`src/rtl/core/fdps_ram.sv`:
```
// Generic single-write, single-read RAM with registered, read-enabled output.
module fdps_ram #(
    parameter int WIDTH = 8,
    parameter int DEPTH = 16
) (
    input  logic                     clk,
    input  logic                     we,
    input  logic [$clog2(DEPTH)-1:0] waddr,
    input  logic [WIDTH-1:0]         wdata,
    input  logic                     re,
    input  logic [$clog2(DEPTH)-1:0] raddr,
    output logic [WIDTH-1:0]         rdata
);

    logic [WIDTH-1:0] mem [DEPTH];

    // read-before-write on a same-address collision
    always_ff @(posedge clk)
    begin
        if (we)
        begin
            mem[waddr] <= wdata;
        end
        if (re)
        begin
            rdata <= mem[raddr];
        end
    end

endmodule

```
`config.mk`:
```
export PLATFORM = sky130hd
export DESIGN_NAME = fdps_ram
export DESIGN_NICKNAME = d
export VERILOG_FILES = /design/src/rtl/core/fdps_ram.sv
export SDC_FILE = /design/constraint.sdc
export NUM_CORES = 1
export LEC_CHECK = 0
export BUFFER_PORTS_ARGS = -buffer_cell sky130_fd_sc_hd__buf_2
export CAP_MARGIN = 20
export CORE_MARGIN = 2
export CORE_UTILIZATION = 40
export DETAILED_ROUTE_END_ITERATION = 8
export PLACE_DENSITY = 0.64
export SLEW_MARGIN = 25
export SYNTH_ARGS = -nofsm -noshare
export SYNTH_HDL_FRONTEND = slang
export SYNTH_SLANG_ARGS = --single-unit
export TNS_END_PERCENT = 100
```
`constraint.sdc`:
```
create_clock -name clk -period 2.34 [get_ports clk]
set_input_delay 0.351 -clock clk [delete_from_list [all_inputs] [get_ports clk]]
set_output_delay 0.351 -clock clk [all_outputs]
set_load 0.005 [all_outputs]
```
# Word-level counts from Yosys, hierarchy flattened
# Memory sizes are Yosys's and may differ from the RTL's. A register that Yosys moved wholly into a read port is not among the register bits.
# Cells that the tools add are included.
[op_classes]
magnitude_cmp = 0
div = 0
muxes = 2
n_bitwise = 0
n_shift = 0
mul = 0
n_reduce_logical = 0
addsub = 0
n_eq_ne = 0
[ops]
columns = ["cell", "n"]
rows = [
  ["1-bit two-way mux", 2],
]
[totals]
romBits = 0
n_memories = 1
mem_bits_rw = 128
latchBits = 0
reg_bits = 0
out_inout_bits = 8
elab_cells = 3
inputBits = 19
[memory_table]
columns = ["memory", "depth", "word_bits", "rd", "rd_clocked_by_memory_dff", "write_ports", "line", "source"]
rows = [
  ["mem", 16, 8, 1, 1, 1, "15", "logic [WIDTH-1:0] mem [DEPTH];"],
]

# Logic depth before layout (Yosys ltp)
# Gate-level depths: netlist of the first run.
[logic_depth]
depth_word = 2
depth_mapped = 5
mapped_depth_nobuf = 3

# Least setup slack after synthesis of the first run
# Ideal clock, no wire load.
[synth_timing]
path_kind = "input to register"
startpoint = "in waddr[2]"
endpoint = "mem mem[0][0] (enable)"
setup_ps = 383
path_buffers = 0
path_slack_ps = 496
path_stages = 2
required_time_ps = 1957
arrival_time_ps = 1461
path_cell_list = "or3b_2 -> nor3_1"
[synth_lines]
columns = ["element", "line", "source"]
rows = [
  ["from (decl)", "8", "input logic [$clog2(DEPTH)-1:0] waddr,"],
  ["to (decl)", "15", ""],
]
# No word-level cell before the write port.

==> metrics.txt, run 1 <==
status=finished, final reports clean; startpoint of the most critical setup path=raddr[0]; Routed met1 length=between 4000 and 5000 microns; worst-path cell with the longest stage delay=sky130_fd_sc_hd__mux4_1; Reg-to-Reg Start=mem[1][2]; number of distinct library cell variants in the gate-level netlist after synthesis=18; Data required, critical path=2.49 ns; Placement Rows=41; uppermost metal layer occupied by signal nets=met4; minimum clock period after layout=about 1.6 ns; Critical Path Sink=rdata[2]; Initial Utilization=0.413; number of top-level design ports=27; Hold/Removal Path Class=input port to flop; power share of the clock group=0.464; global-route wire length before repair=around 15000 microns; highest achievable clock rate=between 600 and 700 MHz; die area=approximately 14000 sq um; PostCTS Resize Cnt=0; syn_area_per_cell=22.8 sq um; Yosys top cell area share=0.781; switching share of total power=0.196; cell leakage power=roughly 2.1 nW; Remaining DRCs=0; CTS tree=yes; relative contribution of sequential cells to total power=0.492; CTS H-tree depth=4; Synth Net Count=about 250; RSZ-0062 raised after global routing=false; slew of the pin with the lowest slew margin=~0.75 ns; number of global-route vias before repair=around 2600; maximum capacitance violations=0; placeable core area=~13000 sq um; cells along the critical path=buf_2, buf_12, mux4_1, a22oi_1, nand2_1; Via density=roughly 5.1; GRT Resource Usage Total=0.153; worst setup skew after layout=0.00468 ns; Post-layout nets=303; switching power total=roughly 1.1 mW; clock transition at the registers of the reported paths=0.06 ns; Max rail drop VDD=453 uV; post-synthesis cell type with the largest combined area=sky130_fd_sc_hd__edfxtp_1; quantity of hold-fixing buffers added after cts=0; Routed met3 length=about 390 microns; Cell Int Power=4.51 mW; worst setup slack after placement=0.373 ns; final hold violations=0; fin crit share=0.665; maximum number of pins on one net before global-route repair=33; total via count in the routed design=roughly 2400; antenna-violating nets left=0; Sum Neg Setup Slack=0 ns; overflow left after global routing=0; CTS Buf Count=17; worst-case register-to-register setup slack=between 0.8 and 0.9 ns; largest fanout of any net on the critical path=32; number of DRC markers in iteration 0=173; part of the Yosys area used for sequential elements=0.781; flop and latch count out of synthesis=136; Warnings, synthesis=0; Slowest Stage Delay on Critical Path=0.59 ns; CTS Sinks=about 140; power density relative to cell area=around 900 nW/um^2; number of buffers and inverters on the critical path=2; Die Wd=approximately 120 microns; count of input and output buffers=26; final estimated routing congestion in global placement=around 0.75; number of antenna diodes=0; number of instances in the synthesized netlist=between 200 and 250; total count of max-transition violations in the final report=0; Area growth syn-to-layout=19.2%; vertical extent of the die=about 120 microns; met2 wire length=4960 microns; cell depth of the worst setup path=5; combinational share of power=0.044; gate family responsible for the most delay along the worst path=multiplexers; startpoint class of the critical path=input port; element type at the critical path end=flop; number of antenna violations at the first check in global routing=0; worst path arrival time=1.71 ns; first-pass detailed-route iteration total=4; routed wire length=9810 microns; Avg WL per Cell=21.0 microns; capturing point of the worst reg2reg path=rdata[2]; post-synthesis instance area=5230 sq um; Post-CTS Setup Inserts=0; dominant cells by area after synthesis=sky130_fd_sc_hd__edfxtp_1, sky130_fd_sc_hd__mux4_2, sky130_fd_sc_hd__mux4_1; Clock Latency Late Sink=0.41 ns; reg2reg path depth=3; CTS Root Cell=sky130_fd_sc_hd__clkbuf_16; final count of negative-setup-slack endpoints=0; number of fill cells=a little over 1000; Setup Crit Path Kind=input port to flop; final setup margin=roughly 0.8 ns; Max-Slew Margin vs Limit=0.499; Clock Tree Buf Depth=2; half-perimeter wire length after placement=between 6000 and 7000 microns; layout cells sized above 1=0.314
how the worst min path moves through the flow:
stage                     startpoint   endpoint  cells after the start
after floorplan             wdata[0]  mem[0][0]                      0
after global placement            re   rdata[1]                      1
after detailed placement          re   rdata[1]                      1
after CTS                         re   rdata[4]                      1
after global routing              re   rdata[4]                      1
final                             re   rdata[4]                      1
cell type report:
type / instances / area [sq um] / share of cell area
clock buffers: 17 / 425 / 0.0683
clock inverters: 14 / 158 / 0.0253
repair buffers: 46 / 293 / 0.0470
multi-input cells: 83 / 1060 / 0.170
flip-flops and latches: 136 / 4080 / 0.655
well taps: 172 / 215 / 0.0345
sequential cells by signal, summed over array words and instances (netlist names):
name and flops:
mem 128, rdata 8
per-stage QoR:
| step | std cells | power, mW | cell area [sq um] | util | hold WS, ns |
|---|---|---|---|---|---|
| after floorplan | 229 | 2.95 | 5230 | - | 0.450 |
| after global placement | 437 | 3.05 | 5650 | 0.446 | 0.735 |
| after detailed placement | 437 | 3.06 | 5650 | 0.446 | 0.734 |
| after CTS | 468 | 5.66 | 6230 | 0.492 | 0.301 |
| after global routing | 468 | 5.79 | 6230 | 0.492 | 0.305 |
| final | 468 | 5.60 | 6230 | 0.492 | 0.314 |
per-layer routing:
layer  up-vias  global-route usage
met5         -                   0
met4         0              0.0617
met3        13              0.0473
met2        70               0.236
met1      1236               0.202
li1       1085                   -
cell usage in the layout (no fill, tap or decap), types with 3 or more instances in the layout:
cell and n:
sky130_fd_sc_hd__clkinv_1 3, sky130_fd_sc_hd__nand2_1 9, sky130_fd_sc_hd__clkinv_2 3, sky130_fd_sc_hd__bufinv_16 3
sky130_fd_sc_hd__nor3_1 4, sky130_fd_sc_hd__clkbuf_16 17, sky130_fd_sc_hd__a22oi_1 16, sky130_fd_sc_hd__nor2_1 13
sky130_fd_sc_hd__mux4_2 18, sky130_fd_sc_hd__buf_4 19, sky130_fd_sc_hd__buf_2 26, sky130_fd_sc_hd__mux4_1 14
sky130_fd_sc_hd__edfxtp_1 136
power groups by stage:
stage	clock network (mW)	logic, mW	registers (mW)
after floorplan	0	0.139	2.81
after global placement	0	0.247	2.81
after detailed placement	0	0.252	2.81
after CTS	2.64	0.253	2.76
after global routing	2.75	0.273	2.76
final	2.60	0.247	2.76
cell families (layout without fill, tap and decap cells):
logic type	Yosys count	after routing	share of synthesized area
compound gates	16	16	0.0230
mux	32	32	0.148
flops	136	136	0.781
simple gates	35	35	0.0314
buf+inv	10	77	0.0165
worst reg2reg max path, stage by stage, from the launching register on:
cell                       delay (ns)
sky130_fd_sc_hd__edfxtp_1        0.35
sky130_fd_sc_hd__mux4_1          0.51
sky130_fd_sc_hd__a22oi_1         0.31
sky130_fd_sc_hd__nand2_1         0.10
Yosys cell counts:
library cell,number
sky130_fd_sc_hd__mux4_1,14
sky130_fd_sc_hd__nor2b_1,1
sky130_fd_sc_hd__clkdlybuf4s25_2,3
sky130_fd_sc_hd__and2b_1,1
sky130_fd_sc_hd__nand2_1,9
sky130_fd_sc_hd__buf_6,3
sky130_fd_sc_hd__nand3_1,1
sky130_fd_sc_hd__buf_4,1
sky130_fd_sc_hd__nor3_1,4
sky130_fd_sc_hd__nand3b_1,2
sky130_fd_sc_hd__buf_2,3
sky130_fd_sc_hd__a22oi_1,16
sky130_fd_sc_hd__nor2_1,13
sky130_fd_sc_hd__edfxtp_1,136
sky130_fd_sc_hd__and2_1,1
sky130_fd_sc_hd__mux4_2,18
sky130_fd_sc_hd__nand2b_1,2
sky130_fd_sc_hd__or3b_2,1
(Power assumes the default switching activity.)
==> run 2, diff against run 1 <==
- clock period: 2.34 -> 1.5 ns (I/O delays scaled with it)
==> run 2 against run 1 <==
  * Global-route usage is 0.084 points higher
  * Wire length is 0.72% lower
  * Clock skew is 0.00074 ns higher
==> metrics.txt, run 2 (synthesis gave the netlist of run 1 again) <==
final hold violations=0; final count of negative-setup-slack endpoints=0; worst-path cell with the longest stage delay=sky130_fd_sc_hd__mux4_1; cell leakage power=~2.1 nW; final setup margin=between 0.06 and 0.07 ns; placeable core area=roughly 13000 sq um; instance count along the most critical hold path=1; total via count in the routed design=roughly 2500; number of fill cells=1005; Initial Utilization=0.413; Avg WL per Cell=roughly 21 microns; CTS Sinks=~140; CTS Root Cell=sky130_fd_sc_hd__clkbuf_16; Placement Rows=between 40 and 50; count of input and output buffers=26; startpoint class of the critical path=flop; power density relative to cell area=roughly 1400 nW/um^2; status=finished, final reports clean; first-pass detailed-route iteration total=5; worst setup slack after placement=-0.271 ns; Post-layout nets=around 310; Hold/Removal Path Class=input port to flop; reg2reg path depth=3; routed wire length=9740 microns; worst slack on hold paths=approximately 0.19 ns; CTS Buf Count=17; Clock Tree Buf Depth=2; die area=around 14000 sq um; Sum Neg Setup Slack=0 ns; RSZ-0062 raised after global routing=false; Data required, critical path=around 1.7 ns; most frequent cells in the layout=sky130_fd_sc_hd__edfxtp_1, sky130_fd_sc_hd__buf_2, sky130_fd_sc_hd__buf_4; half-perimeter wire length after placement=between 6000 and 7000 microns; number of antenna violations at the first check in global routing=0; most frequent standard cell in the layout excluding fill and tap cells=sky130_fd_sc_hd__edfxtp_1; layout cells sized above 1=0.353; multi-input logic area=approximately 1100 sq um; worst path arrival time=1.60 ns; CTS tree=yes; cells along the critical path=mux4_1, a22oi_2, nand2_1; Slowest Stage Delay on Critical Path=approximately 0.53 ns; placed instance area=roughly 5700 sq um; number of antenna diodes=0; element type at the critical path end=flop; global-route wire length before repair=about 15000 microns; number of buffers and inverters on the critical path=0; total count of max-transition violations in the final report=0; post-route cell area=around 6300 sq um; maximum number of pins on one net before global-route repair=25; worst setup skew after layout=between 0.005 and 0.006 ns; overflow left after global routing=0; minimum clock period after layout=roughly 1.4 ns; GRT Resource Usage Total=0.153; Post-CTS Setup Inserts=0; highest achievable clock rate=between 600 and 700 MHz; post-route total power=about 9 mW; Die Wd=approximately 120 microns; footprint of the flip-flops and latches=between 4000 and 5000 sq um; largest register by flop count=mem; slew of the pin with the lowest slew margin=0.772 ns; Max-Slew Margin vs Limit=0.483; fin crit share=0.959; Via density=~5.2; largest fanout of any net on the critical path=1; max FFs per register=128; Area growth syn-to-layout=21.3%; gate family responsible for the most delay along the worst path=multiplexers; cell depth of the worst setup path=3; largest registers ranked by flip-flop count=mem (128), rdata (8); CTS H-tree depth=4; vertical extent of the die=118 microns; Remaining DRCs=0; clock transition at the registers of the reported paths=0.06 ns; number of top-level design ports=27; antenna-violating nets left=0; final estimated routing congestion in global placement=around 0.7; maximum capacitance violations=0; Setup Crit Path Kind=flop to flop; Clock Latency Late Sink=0.41 ns; Max rail drop VDD=about 780 uV; number of global-route vias before repair=roughly 2600; number of DRC markers in iteration 0=317
[run 2: changes by cell type in the layout (fill, tap and decap cells not counted), sizes merged]
cell	delta
buf	+6
clkbuf	+1
clkinvlp	+1
inv	-1
[run 2: worst paths after layout]
path	from	to	slack [ns]
setup / recovery	mem[1][2]	rdata[2]	0.06
setup reg to reg	mem[1][2]	rdata[2]	0.06
hold / removal	re	rdata[1]	0.19
hold reg to reg	mem[0][1]	rdata[1]	0.76
[run 2: timing repair]
action	4_1_cts	5_1_grt
hold buffers	0	0
setup endpoints to repair	0	6
resized for setup	0	6
[run 2: cell type report]
| class | count | share of cell area |
|---|---|---|
| Clock buffer | 18 | 0.0677 |
| Clock inverter | 14 | 0.0249 |
| Multi-Input combinational cell | 83 | 0.172 |
| Sequential cell | 136 | 0.644 |
| Tap cell | 172 | 0.0339 |
| Timing Repair Buffer | 52 | 0.0572 |
[run 2: power by group]
group / switching (mW) / internal, mW / total, mW
Sequential: 0.0227 / 4.28 / 4.31
Clock: 1.45 / 2.59 / 4.04
Combinational: 0.226 / 0.187 / 0.413
[run 2: through the flow]
stage           util  cells
2_1_floorplan      -    229
3_3_place_gp   0.452    443
4_1_cts        0.498    475
3_5_place_dp   0.452    443
5_1_grt        0.500    475
6_report       0.500    475
[run 2: routing by layer]
metal | global-route usage | share of wire | wire length (microns)
met5 | 0 | 0 | 0
met1 | 0.206 | 0.42 | 4140
met4 | 0.0587 | 0.013 | 122
met3 | 0.0454 | 0.072 | 706
met2 | 0.237 | 0.49 | 4780
==> run 3, diff against run 2 <==
- ABC_AREA: default -> 1
- CAP_MARGIN: 20 -> 5
- TNS_END_PERCENT: 100 -> 1
==> run 3 against run 2 <==
  * Clock-buffer cell count is 1 lower
  * Via count is 56% higher
  * Largest cell class unchanged
  * Combinational power is 23% higher
  * Highest routed layer unchanged
  * Critical endpoint is now rdata[5]
  * Clock skew is 0.00076 ns lower
  * Critical path type is now flop to output port
==> metrics.txt, run 3 <==
fin crit share=0.794; overflow left after global routing=0; startpoint class of the critical path=flop; syn_area_per_cell=about 11 sq um; Cell Int Power=7.01 mW; largest register by flop count=mem; final hold violations=0; Remaining DRCs=0; relative contribution of sequential cells to total power=0.483; cell leakage power=just under 3 nW; cell depth of the worst setup path=1; number of antenna diodes=0; minimum clock period after layout=around 1.2 ns; total instance count after detailed placement=between 700 and 800; cells along the critical path=buf_2; highest achievable clock rate=around 840 MHz; gate family responsible for the most delay along the worst path=flip-flops; worst setup slack after placement=0.0377 ns; number of distinct library cell variants in the gate-level netlist after synthesis=11; Most used DFF post-synth=sky130_fd_sc_hd__edfxtp_1; power density relative to cell area=roughly 1300 nW/um^2; Post-layout nets=615; flop and latch count out of synthesis=between 100 and 150; worst setup skew after layout=roughly 0.0047 ns; count of flip-flops with a built-in enable after synthesis=~140; worst path arrival time=between 0.9 and 1 ns; Max-Slew Margin vs Limit=0.571; number of antenna violations at the first check in global routing=0; vertical extent of the die=125 microns; most frequent cells after synthesis=sky130_fd_sc_hd__nand2_1, sky130_fd_sc_hd__edfxtp_1, sky130_fd_sc_hd__inv_1, sky130_fd_sc_hd__nand3_1, sky130_fd_sc_hd__nor2_1; CTS Root Cell=sky130_fd_sc_hd__clkbuf_16; reg2reg path depth=6; element type at the critical path end=output port; Initial Utilization=0.405; CTS H-tree depth=4; status=finished, final reports clean; total via count in the routed design=a little under 4000; most frequent standard cell in the layout excluding fill and tap cells=sky130_fd_sc_hd__nand2_1; maximum number of pins on one net before global-route repair=44; Yosys top cell area share=0.698; RSZ-0062 raised after global routing=false; non-filler instance count after layout=approximately 790; combinational share of power=0.057; total count of max-transition violations in the final report=0; Slowest Stage Delay on Critical Path=0.40 ns; placeable core area=approximately 14000 sq um; worst-path cell with the longest stage delay=sky130_fd_sc_hd__edfxtp_1; final count of negative-setup-slack endpoints=0; max FFs per register=roughly 130; slew of the pin with the lowest slew margin=~0.64 ns; most frequent cells in the layout=sky130_fd_sc_hd__nand2_1, sky130_fd_sc_hd__edfxtp_1, sky130_fd_sc_hd__inv_1; placed instance area=approximately 6200 sq um; Clock Latency Late Sink=0.42 ns; post-synthesis cell type with the largest combined area=sky130_fd_sc_hd__edfxtp_1; Synth Net Count=between 500 and 600; maximum capacitance violations=0; number of global-route vias before repair=around 3800; Warnings, synthesis=0; post-synthesis instance area=approximately 5800 sq um; CTS Buf Count=17; global-route wire length before repair=roughly 20000 microns; Area growth syn-to-layout=16.8%; part of the Yosys area used for sequential elements=0.698; half-perimeter wire length after placement=roughly 8000 microns; power share of the clock group=0.460; Post-CTS Setup Inserts=0; utilization of the core after routing=0.474; instance count along the most critical hold path=1; die area=roughly 16000 sq um; switching power total=~1.9 mW; Die Wd=125 microns; number of instances in the synthesized netlist=551; Data required, critical path=1.27 ns; Hold/Removal Path Class=input port to flop; PostCTS Resize Cnt=0; Avg WL per Cell=between 15 and 20 microns; number of top-level design ports=27; final setup margin=~0.31 ns; Max rail drop VDD=789 uV; CTS Sinks=about 140; largest registers ranked by flip-flop count=mem (128), rdata (8); number of buffers and inverters on the critical path=1; count of input and output buffers=26; number of DRC markers in iteration 0=445; antenna-violating nets left=0; quantity of hold-fixing buffers added after cts=0; switching share of total power=0.213; FFs w/ async S/R, synth=0; final estimated routing congestion in global placement=around 0.83; largest fanout of any net on the critical path=1; CTS tree=yes; Setup Crit Path Kind=flop to output port; Placement Rows=44; number of fill cells=1289; GRT Resource Usage Total=0.171; Clock Tree Buf Depth=2; layout cells sized above 1=0.131; clock transition at the registers of the reported paths=0.06 ns; first-pass detailed-route iteration total=5; cell with the most instances after synthesis=sky130_fd_sc_hd__nand2_1; post-route cell area=approximately 7000 sq um; Sum Neg Setup Slack=0 ns; dominant cells by area after synthesis=sky130_fd_sc_hd__edfxtp_1, sky130_fd_sc_hd__nand2_1, sky130_fd_sc_hd__nand3_1; Via density=just under 5; routed wire length=12800 microns
[run 3: changes by cell type after synthesis, sizes merged, moves of 16 or more]
cell	before	now
a22oi	16	0
buf	7	24
inv	0	102
mux4	32	0
nand2	9	173
nand3	1	97
[run 3: kinds of logic (layout without fill, tap and decap cells)]
| logic type | after synthesis | in the layout | synth area share |
|---|---|---|---|
| buffers and inverters | 126 | 184 | 0.0939 |
| DFF | 136 | 136 | 0.698 |
| and+or+nand+nor | 289 | 289 | 0.208 |
[run 3: final cells by class]
type / instances / area (sq um) / share of cell area
Tap cell: 184 / 230 / 0.0337
Inverter: 102 / 383 / 0.0560
Clock buffer: 17 / 425 / 0.0623
Multi-Input combinational cell: 289 / 1210 / 0.178
Timing Repair Buffer: 50 / 335 / 0.0491
Sequential cell: 136 / 4080 / 0.598
Clock inverter: 15 / 160 / 0.0234
[run 3: per-layer routing]
layer / vias up / share of wire / GRT usage / wire length (microns)
li1: 1869 / - / - / -
met1: 1867 / 0.45 / 0.224 / 5770
met2: 92 / 0.48 / 0.276 / 6190
met3: 23 / 0.047 / 0.0455 / 600
met4: 0 / 0.020 / 0.0660 / 261
met5: - / 0 / 0 / 0
[run 3: final timing paths]
path | startpoint | endpoint | slack [ns]
setup / recovery | rdata[5] | rdata[5] | 0.31
hold / removal | re | rdata[3] | 0.18
setup reg to reg | mem[12][4] | rdata[4] | 0.38
hold reg to reg | mem[2][6] | rdata[6] | 0.77
[run 3: power groups by stage]
stage	clock, mW	combinational (mW)	sequential [mW]
after CTS	4.12	0.515	4.31
after global placement	0	0.501	4.38
final	4.09	0.509	4.31
after detailed placement	0	0.513	4.39
after global routing	4.30	0.569	4.31
after floorplan	0	0.300	4.38
[run 3: per-stage QoR]
| stage | total power, mW | hold WS [ns] |
|---|---|---|
| after floorplan | 4.68 | 0.324 |
| after CTS | 8.95 | 0.172 |
| final | 8.91 | 0.180 |
| after detailed placement | 4.90 | 0.605 |
| after global routing | 9.18 | 0.168 |
| after global placement | 4.89 | 0.611 |
